**src/hdl/sfr_pkg.sv**
```systemverilog
// Shared types and constants for the SPI fast-read master.
// Used by sfr_core, sfr_out_reg and spi_fast_read_master; no dependencies.
package sfr_pkg;

    // Header length: command, three address bytes, dummy byte
    localparam logic [5:0] HEADER_BITS = 6'd40;
    localparam logic [7:0] DUMMY_BYTE  = 8'hAA;
    localparam logic [2:0] LAST_BIT    = 3'd7;

    // One bit period presented to the engine
    typedef struct packed {
        logic        start_req;
        logic [7:0]  command;
        logic [23:0] address;
        logic [7:0]  length;
        logic        serial_in;
    } item_t;

    // Line activity and receive status for one bit period
    typedef struct packed {
        logic        chip_select_n;
        logic        serial_out;
        logic        clock_pulse;
        logic [7:0]  read_byte;
        logic        byte_valid;
        logic        done_res;
    } result_t;

endpackage

```
**src/hdl/sfr_core.sv**
```systemverilog
// Transfer engine of the SPI fast-read master: header shifter, byte receiver.
// Depends on sfr_pkg for item_t, result_t and header constants.
module sfr_core (
    input  logic            aclk,
    input  logic            aresetn,
    input  logic            item_accept,
    input  sfr_pkg::item_t  item,
    output sfr_pkg::result_t result
);

    logic        busy_reg, busy_next;
    logic [39:0] header_shift_reg, header_shift_next;
    logic [5:0]  header_bits_left_reg, header_bits_left_next;
    logic [7:0]  bytes_left_reg, bytes_left_next;
    logic [2:0]  bit_index_reg, bit_index_next;
    logic [7:0]  receive_shift_reg, receive_shift_next;
    logic [7:0]  rx_shifted;

    assign rx_shifted = {receive_shift_reg[6:0], item.serial_in};

    // Step logic: one bit period per accepted transaction
    always_comb begin
        busy_next             = busy_reg;
        header_shift_next     = header_shift_reg;
        header_bits_left_next = header_bits_left_reg;
        bytes_left_next       = bytes_left_reg;
        bit_index_next        = bit_index_reg;
        receive_shift_next    = receive_shift_reg;
        result                = '0;
        result.chip_select_n  = 1'b1;

        if (!busy_reg) begin
            if (item.start_req) begin
                busy_next             = 1'b1;
                header_shift_next     = {item.command, item.address, sfr_pkg::DUMMY_BYTE};
                header_bits_left_next = sfr_pkg::HEADER_BITS;
                bytes_left_next       = item.length;
                bit_index_next        = '0;
                receive_shift_next    = '0;
                result.chip_select_n  = 1'b0;
            end
        end else if (header_bits_left_reg != '0) begin
            // Shift out header, MSB first
            result.chip_select_n  = 1'b0;
            result.clock_pulse    = 1'b1;
            result.serial_out     = header_shift_reg[39];
            header_shift_next     = {header_shift_reg[38:0], 1'b0};
            header_bits_left_next = header_bits_left_reg - 6'd1;
        end else if (bytes_left_reg != '0) begin
            // Sample data, report on the eighth bit
            result.chip_select_n = 1'b0;
            result.clock_pulse   = 1'b1;
            if (bit_index_reg == sfr_pkg::LAST_BIT) begin
                result.read_byte   = rx_shifted;
                result.byte_valid  = 1'b1;
                bit_index_next     = '0;
                receive_shift_next = '0;
                bytes_left_next    = bytes_left_reg - 8'd1;
            end else begin
                bit_index_next     = bit_index_reg + 3'd1;
                receive_shift_next = rx_shifted;
            end
        end else begin
            // Release select
            busy_next          = 1'b0;
            bit_index_next     = '0;
            receive_shift_next = '0;
            result.done_res    = 1'b1;
        end
    end

    // State registers
    always_ff @(posedge aclk) begin
        if (!aresetn) begin
            busy_reg             <= 1'b0;
            header_shift_reg     <= '0;
            header_bits_left_reg <= '0;
            bytes_left_reg       <= '0;
            bit_index_reg        <= '0;
            receive_shift_reg    <= '0;
        end else if (item_accept) begin
            busy_reg             <= busy_next;
            header_shift_reg     <= header_shift_next;
            header_bits_left_reg <= header_bits_left_next;
            bytes_left_reg       <= bytes_left_next;
            bit_index_reg        <= bit_index_next;
            receive_shift_reg    <= receive_shift_next;
        end
    end

`ifndef SYNTHESIS
    a_header_only_busy: assert property (@(posedge aclk) disable iff (!aresetn)
        header_bits_left_reg != '0 |-> busy_reg)
        else $error("header bits pending while idle");
    a_idle_rx_clear: assert property (@(posedge aclk) disable iff (!aresetn)
        !busy_reg |-> (bit_index_reg == '0 && receive_shift_reg == '0))
        else $error("receiver not cleared while idle");
    a_done_goes_idle: assert property (@(posedge aclk) disable iff (!aresetn)
        item_accept && result.done_res |=> !busy_reg)
        else $error("engine still busy after done");
    a_byte_needs_clock: assert property (@(posedge aclk) disable iff (!aresetn)
        result.byte_valid |-> (result.clock_pulse && !result.chip_select_n))
        else $error("byte reported without a clocked read period");
`endif

endmodule

```
**src/hdl/sfr_out_reg.sv**
```systemverilog
// Result register with pass-through ready for the SPI fast-read master.
// Depends on sfr_pkg for result_t.
module sfr_out_reg (
    input  logic             aclk,
    input  logic             aresetn,
    input  logic             load,
    input  sfr_pkg::result_t result,
    output logic             in_ready,
    output logic             out_valid,
    input  logic             out_ready,
    output sfr_pkg::result_t out_data
);

    logic             valid_reg, valid_next;
    sfr_pkg::result_t data_reg;

    // Free when empty or when the held transaction leaves this cycle
    assign in_ready   = !valid_reg || out_ready;
    assign valid_next = load || (valid_reg && !out_ready);

    always_ff @(posedge aclk) begin
        if (!aresetn) begin
            valid_reg <= 1'b0;
        end else begin
            valid_reg <= valid_next;
        end
    end

    always_ff @(posedge aclk) begin
        if (load) begin
            data_reg <= result;
        end
    end

    assign out_valid = valid_reg;
    assign out_data  = data_reg;

endmodule

```
**src/hdl/spi_fast_read_master.sv**
```systemverilog
// SPI flash fast-read master: one stream transaction in is one serial bit period
// out; sends command, address and dummy byte, then reads length bytes. One
// transaction per clock is sustained: the step logic sits between the input
// handshake and a single result register, so the only limit is the result
// register draining (m_tready). Each input transaction yields exactly one result.
// Depends on sfr_pkg, sfr_core and sfr_out_reg.
module spi_fast_read_master (
    input  logic        aclk,
    input  logic        aresetn,
    input  logic        s_tvalid,
    output logic        s_tready,
    input  logic [47:0] s_tdata,   // command[7:0], address[31:8], length[39:32],
                                   // serial_in[40], zero[47:41]
    input  logic        s_tuser,   // start_req
    output logic        m_tvalid,
    input  logic        m_tready,
    output logic [15:0] m_tdata,   // chip_select_n[0], serial_out[1],
                                   // clock_pulse[2], read_byte[10:3], zero[15:11]
    output logic        m_tuser,   // byte_valid
    output logic        m_tlast    // done_res
);

    logic             accept;
    sfr_pkg::item_t   item;
    sfr_pkg::result_t step_res;
    sfr_pkg::result_t out_res;

    assign accept = s_tvalid && s_tready;

    // Unpack input transaction
    always_comb begin
        item.start_req = s_tuser;
        item.command   = s_tdata[7:0];
        item.address   = s_tdata[31:8];
        item.length    = s_tdata[39:32];
        item.serial_in = s_tdata[40];
    end

    sfr_core u_core (
        .aclk        (aclk),
        .aresetn     (aresetn),
        .item_accept (accept),
        .item        (item),
        .result      (step_res)
    );

    sfr_out_reg u_out (
        .aclk      (aclk),
        .aresetn   (aresetn),
        .load      (accept),
        .result    (step_res),
        .in_ready  (s_tready),
        .out_valid (m_tvalid),
        .out_ready (m_tready),
        .out_data  (out_res)
    );

    // Pack result transaction
    assign m_tdata = {5'b0, out_res.read_byte, out_res.clock_pulse,
                      out_res.serial_out, out_res.chip_select_n};
    assign m_tuser = out_res.byte_valid;
    assign m_tlast = out_res.done_res;

endmodule
```
**config.mk**
```make
export PLATFORM = sky130hd
export DESIGN_NAME = spi_fast_read_master
export DESIGN_NICKNAME = d
export VERILOG_FILES = /design/src/hdl/sfr_pkg.sv /design/src/hdl/sfr_core.sv /design/src/hdl/sfr_out_reg.sv /design/src/hdl/spi_fast_read_master.sv
export SDC_FILE = /design/constraint.sdc
export NUM_CORES = 1
export LEC_CHECK = 0
export BUFFER_PORTS_ARGS = -buffer_cell sky130_fd_sc_hd__buf_2
export CAP_MARGIN = 25
export CORE_ASPECT_RATIO = 0.6
export CORE_UTILIZATION = 51
export CTS_BUF_LIST = sky130_fd_sc_hd__clkbuf_2
export DETAILED_ROUTE_END_ITERATION = 8
export GPL_TIMING_DRIVEN = 0
export PLACE_DENSITY_LB_ADDON = 0.2
export SYNTH_ARGS = -nofsm -noshare
export SYNTH_HDL_FRONTEND = slang
export SYNTH_SLANG_ARGS = --single-unit
```
**constraint.sdc**
```tcl
create_clock -name aclk -period 1.75 [get_ports aclk]
set_input_delay 0 -clock aclk [delete_from_list [all_inputs] [get_ports aclk]]
set_output_delay 0 -clock aclk [all_outputs]
set_load 0.05 [all_outputs]
```
==> results of run 1 <==
==> area by class of cell <==
| type | count | area share [%] |
|---|---|---|
| plain buffers | 29 | 4.539 |
| well taps | 87 | 1.975 |
| flip-flops and latches | 78 | 30.91 |
| clock buffers | 10 | 0.9079 |
| repair buffers | 135 | 19.38 |
| inverters | 10 | 0.7944 |
| clock inverters | 6 | 1.384 |
| multi-input cells | 254 | 40.10 |
==> logic make-up after synthesis <==
family                   Yosys count  share of synthesized area [%]
AND/OR/NAND/NOR                  117                          14.93
AO/OA/AOI/OAI                     91                          21.39
flip-flops                        78                          46.21
buffers and inverters             40                          5.810
multiplexers                      33                          9.023
adder cells (fa/ha/maj)            6                          2.051
XOR/XNOR                           2                         0.4786
other                              1                         0.1024
==> power by group through the flow <==
stage	Sequential (µW)	Clock, µW	Combinational, µW
6_report	2050	1100	1300
5_1_grt	2060	1190	1350
4_1_cts	2030	1090	1130
3_5_place_dp	2060	0	833
3_3_place_gp	2050	0	811
2_1_floorplan	2110	0	569
==> cells in the final DEF (no fill, tap or decap), types with 3 or more instances in the layout <==
| cell | netlist | routed |
|---|---|---|
| and2_1 | 4 | 3 |
| nand2_2 | 0 | 4 |
| buf_2 | 5 | 61 |
| dfxtp_2 | 0 | 7 |
| buf_6 | 5 | 9 |
| edfxtp_1 | 13 | 13 |
| o221a_4 | 0 | 3 |
| nand3_1 | 5 | 4 |
| nor2b_1 | 4 | 3 |
| ha_1 | 6 | 4 |
| a21oi_2 | 0 | 7 |
| conb_1 | 1 | 5 |
| clkbuf_2 | 0 | 15 |
| a21oi_1 | 16 | 8 |
| a211oi_2 | 20 | 30 |
| nand2_1 | 20 | 13 |
| and3_1 | 9 | 9 |
| a31oi_1 | 4 | 4 |
| nor2_1 | 58 | 38 |
| a22oi_2 | 0 | 7 |
| mux2i_1 | 33 | 33 |
| dfxtp_1 | 65 | 57 |
| buf_8 | 0 | 4 |
| clkbuf_4 | 0 | 3 |
| buf_12 | 0 | 4 |
| clkbuf_1 | 15 | 7 |
| nor2_4 | 0 | 14 |
| a22oi_1 | 11 | 4 |
| inv_1 | 9 | 3 |
| nor3_1 | 5 | 3 |
| inv_2 | 1 | 5 |
| nor2_2 | 0 | 6 |
| nand2_4 | 0 | 3 |
| buf_4 | 5 | 23 |
| dlygate4sd3_1 | 0 | 45 |
| clkbuf_16 | 0 | 3 |
| o21ai_0 | 5 | 3 |
| clkinv_1 | 0 | 3 |
| nand4_1 | 4 | 4 |
==> worst min-delay path, cell delays in order <==
cell and delay [ns]:
buf_2 0.09, nor2b_2 0.06, inv_2 0.11, nand2_4 0.13, a21oi_1 0.15, o21ba_2 0.13
==> final timing paths <==
kind / from / endpoint / slack [ns] / cells after the start
max: u_core.header_bits_left_reg[1] / u_core.receive_shift_reg[0] / -0.24 / 9
max reg2reg: u_core.header_bits_left_reg[1] / u_core.receive_shift_reg[0] / -0.24 / 9
min reg2reg: u_core.bit_index_reg[1] / u_core.bit_index_reg[1] / 0.49 / 2
min: m_tready / u_core.header_bits_left_reg[3] / 0.11 / 6
==> metal layers <==
metal	share of wire, %	GRT usage (%)	wire length (µm)
met2	46	47.27	5642
met4	3.8	14.19	462
met1	40	36.81	4938
met3	9.5	9.874	1154
met5	0	0	0
==> cells in the mapped netlist, drive strengths merged, types with 5 or more instances <==
cell type  number
dfxtp          65
clkbuf         15
buf            15
edfxtp         13
ha              6
a22oi          11
nand2          20
mux2i          33
inv            10
nor3            5
and3            9
nand3           5
o21ai           6
nor2           58
a21oi          16
a211oi         33
==> metrics by stage <==
stage               worst slack, ns  TNS [ns]  power, µW  instance area [µm²]  hold slack (ns)
floorplan                   -0.1130    -3.891       2674                 3735           0.1411
global placement            -0.3638    -12.88       2860                 4144           0.2579
detailed placement          -0.4319    -15.11       2889                 4144           0.2749
CTS                         -0.1419    -3.304       4251                 5275          0.03604
global route                -0.2786    -8.599       4602                 5513          0.08393
finish                      -0.2386    -7.900       4446                 5513           0.1147
==> what timing repair did <==
item	4_1_cts	5_1_grt
pin swaps	16	17
setup endpoints to repair	73	74
resized for setup	93	50
endpoints found under the hold margin	53	0
hold buffers	45	0
buffers inserted	19	9
gates cloned	4	2
==> impl_metrics.ini, run 1 <==
[run_status]
run_status = complete, but fails checks
violations = DRC, setup timing

[logic_synthesis]
yosysWarnings = 0
ys_seq_area_share_pct = 46.21
ys_seq_elements = 78
synth-edff-count = 13
synth_top_area_share_pct = 35.54
syn_avg_cell_area_um2 = 9.948
synthDistinctLibCells = 47
ys_dominant_reg_cell = dfxtp_1
synthCells = 368
ys_top_cells_by_area = dfxtp_1 36%, edfxtp_1 11%, mux2i_1 9.0%
netlist_area_um2 = 3661
synth_top_area_cell = dfxtp_1
async_flop_share_pct = 0

[critical_path]
max_stage_delay_ns = 0.42
cp_slowest_cell = or3_4
path_cells = inv_4, ha_4, nand2b_4, or3_4, buf_8, a21o_1, buf_6, a22oi_2, nor2_1
crit_path_end_kind = flip-flop
cp.arrival_ns = 2.43
required_ns = 2.19
critPathLaunchType = flip-flop
crit_fanout = 7
crit_type = flip-flop to flip-flop
critPathTopFamily = simple AND/OR/NAND/NOR gates
critPathBufInv = 3

[timing]
slew_viol_final = 0
period_share_pct = 113.6
max-slew-margin-rel_pct = 47.95
fmax_mhz = 502.9
setup_violations = 60
hold_viol = 0
period_minus_slack_ns = 1.989
worst_pin_slew_ns = 0.7807
worst_slack_ns = -0.2386
finClkSkew_ns = 0.05065
rsz0062_at_grt = yes

[pwr]
cellLeakagePower_uw = 0.002185
vdd_drop_max_uv = 645.5
clockPowerShare_pct = 24.7
power_density_nw_per_um2 = 806.5
switchingPower_uw = 1452
p_int_uw = 2994
switching_share_pct = 32.66
power.share.combinational_pct = 29.2
power_frac_seq_pct = 46.1

[clock_network]
clock_latency_ns = 0.57
cts_buffer_depth = 2
cts.sinks = 78
root_buffer = clkbuf_2
cts-htree-levels = 3
numCtsBuffers = 9
clk_pin_slew_ns = 0.22
cts_tree = done

[floorplan]
fp.dieH_um = 67.63
start_util_pct = 53.91
rows = 23
die_w_um = 111.4
die_area_um2 = 7533
num_io_pins = 73
core_area_um2 = 6792

[routing]
vias_per_cell = 5.924
wl_per_cell_um = 20.03
dr.pass1.iters = 7
final_antenna_net_count = 0
routed_wl_mm = 12.20
dr.first_iter.drc_count = 364
vias = 3608
drc = 5

[final_layout]
largest_reg_flops = 39
syn_to_final_growth_pct = 50.58
fill_cells = 373
drive_gt1_share_pct = 45.79
finalNonFillerCells = 609
nets = 576
seq_area_um2 = 1704
n_antenna_cell = 0
multi_input_area_um2 = 2211
utilization_pct = 81.17

[global_routing]
antenna_found_initial = 0
grt_start_max_net_pins = 13
grt_use_total_pct = 29.61
grt_pass1_vias = 3368
grt_remaining_overflow = 0
grt_pass1_wl_mm = 16.64

[place]
dp_hpwl_mm = 6.217
io_buffers = 60
gp_congestion = 0.8317
place_inst = 519

[run]
cap_viol_max_count = 0

[hold_path]
hold_path_class = primary input to flip-flop
No activity file was read; power rests on OpenSTA's default activity.
==> run 2, diff against run 1 <==
CORE_UTILIZATION = 50   (was 51)
CTS_CLUSTER_DIAMETER = 30   (was default)
==> impl_metrics.ini, run 2 (same netlist as run 1, synthesis figures left out) <==
[critical_path]
critPathLaunchType = flip-flop
crit_type = flip-flop to flip-flop
required_ns = 2.18
cp.arrival_ns = 2.37
crit_path_end_kind = flip-flop
crit_fanout = 10

[pwr]
power_density_nw_per_um2 = 815.5
vdd_drop_max_uv = 515.9
total_power_uw = 4272
cellLeakagePower_uw = 0.002091

[floorplan]
num_io_pins = 73
core_area_um2 = 6878
fp.dieH_um = 68.28
die_w_um = 112.5
rows = 23
start_util_pct = 53.23
die_area_um2 = 7679

[routing]
dr.first_iter.drc_count = 204
dr.pass1.iters = 5
final_antenna_net_count = 0
routed_wl_mm = 10.40
vias = 3388
drc = 0
wl_per_cell_um = 17.28
vias_per_cell = 5.628

[final_layout]
seq_area_um2 = 1703
drive_gt1_share_pct = 40.58
layout_commonest_cell = buf_2
n_antenna_cell = 0
syn_to_final_growth_pct = 43.10
fill_cells = 445
fin_area_um2 = 5239
multi_input_area_um2 = 2047
largest_reg_flops = 39
final_cell_mix = 61 x buf_2, 58 x dfxtp_1, 45 x nor2_1, 45 x dlygate4sd3_1, 33 x mux2i_1
nets = 569

[place]
placed_area_um2 = 4144
dp_hpwl_mm = 6.092
post-place-ws_ns = -0.3882
io_buffers = 60
gp_congestion = 0.8125

[global_routing]
grt_pass1_wl_mm = 15.06
grt_pass1_vias = 3036
grt_use_total_pct = 25.76
antenna_found_initial = 0
grt_remaining_overflow = 0
grt_start_max_net_pins = 13

[timing]
finClkSkew_ns = 0.02788
worst_slack_ns = -0.1875
period_share_pct = 110.7
setup_violations = 53
rsz0062_at_grt = yes
period_minus_slack_ns = 1.937
fmax_mhz = 516.1
fin_tns_setup_ns = -5.750
hold_viol = 0
slew_viol_final = 0
worst_pin_slew_ns = 0.7332
hold_slack_ns = 0.1108
max-slew-margin-rel_pct = 51.12

[run_status]
violations = setup timing
run_status = complete, but fails checks

[run]
cap_viol_max_count = 0

[clock_network]
cts-htree-levels = 3
root_buffer = clkbuf_2
cts_tree = done
clock_latency_ns = 0.56
numCtsBuffers = 9
cts_buffer_depth = 2
clk_pin_slew_ns = 0.20
cts.sinks = 78

[hold_path]
hold_path_class = primary input to flip-flop
[run 2: cell count changes in the layout (fill, tap and decap cells not counted), sizes merged]
| cell | before | now |
|---|---|---|
| clkbuf | 28 | 23 |
| buf | 101 | 99 |
[run 2: per-stage QoR]
step           util (%)  std cells
6_report          76.17        602
5_1_grt           76.17        602
4_1_cts           73.22        598
3_5_place_dp      60.25        519
3_3_place_gp      60.25        519
2_1_floorplan         -        372
[run 2: cell type report]
class,count,share of cell area [%]
timing repair buffer,128,18.51
clock buffer,10,0.9553
clock inverter,6,1.457
tap,87,2.078
multi-input combinational,254,39.07
buffer,29,4.586
sequential,78,32.51
inverter,10,0.8359
[run 2: path summary, 6_finish.rpt]
kind                                        from                              to  slack [ns]  depth (start not counted)
setup / recovery  u_core.header_bits_left_reg[3]     u_core.receive_shift_reg[1]       -0.19                          7
hold / removal                          m_tready  u_core.header_bits_left_reg[0]        0.11                          6
setup reg to reg  u_core.header_bits_left_reg[3]     u_core.receive_shift_reg[1]       -0.19                          7
hold reg to reg       u_core.header_shift_reg[1]      u_core.header_shift_reg[1]        0.48                          2
[run 2: critical path: stages, from the launching register on]
cell and delay [ns]:
dfxtp_2 0.38, or3_4 0.40, or3_4 0.35, buf_8 0.15, a21o_1 0.17, buf_6 0.15
a22oi_2 0.16, nor2_1 0.05
[run 2: report_power, final]
part,internal (µW),switching (µW)
sequential,1950,85.5
clock,463,625
combinational,509,640
total,2920,1350
[run 2: timing repair]
action / CTS / global route
pin swaps: 16 / 8
setup endpoints to repair: 70 / 74
gates resized for setup: 51 / 46
hold buffers: 45 / 0
hold endpoints to repair: 52 / 0
buffers inserted: 17 / 4
cloned: 2 / 0
[run 2: layer usage]
layer,vias up,GRT usage (%),share of wire (%),wire length [µm]
li1,1614,-,-,-
met5,-,0,0,0
met4,0,7.167,1.4,149
met1,1618,36.50,46,4817
met2,138,39.29,46,4763
met3,18,6.200,6.5,671
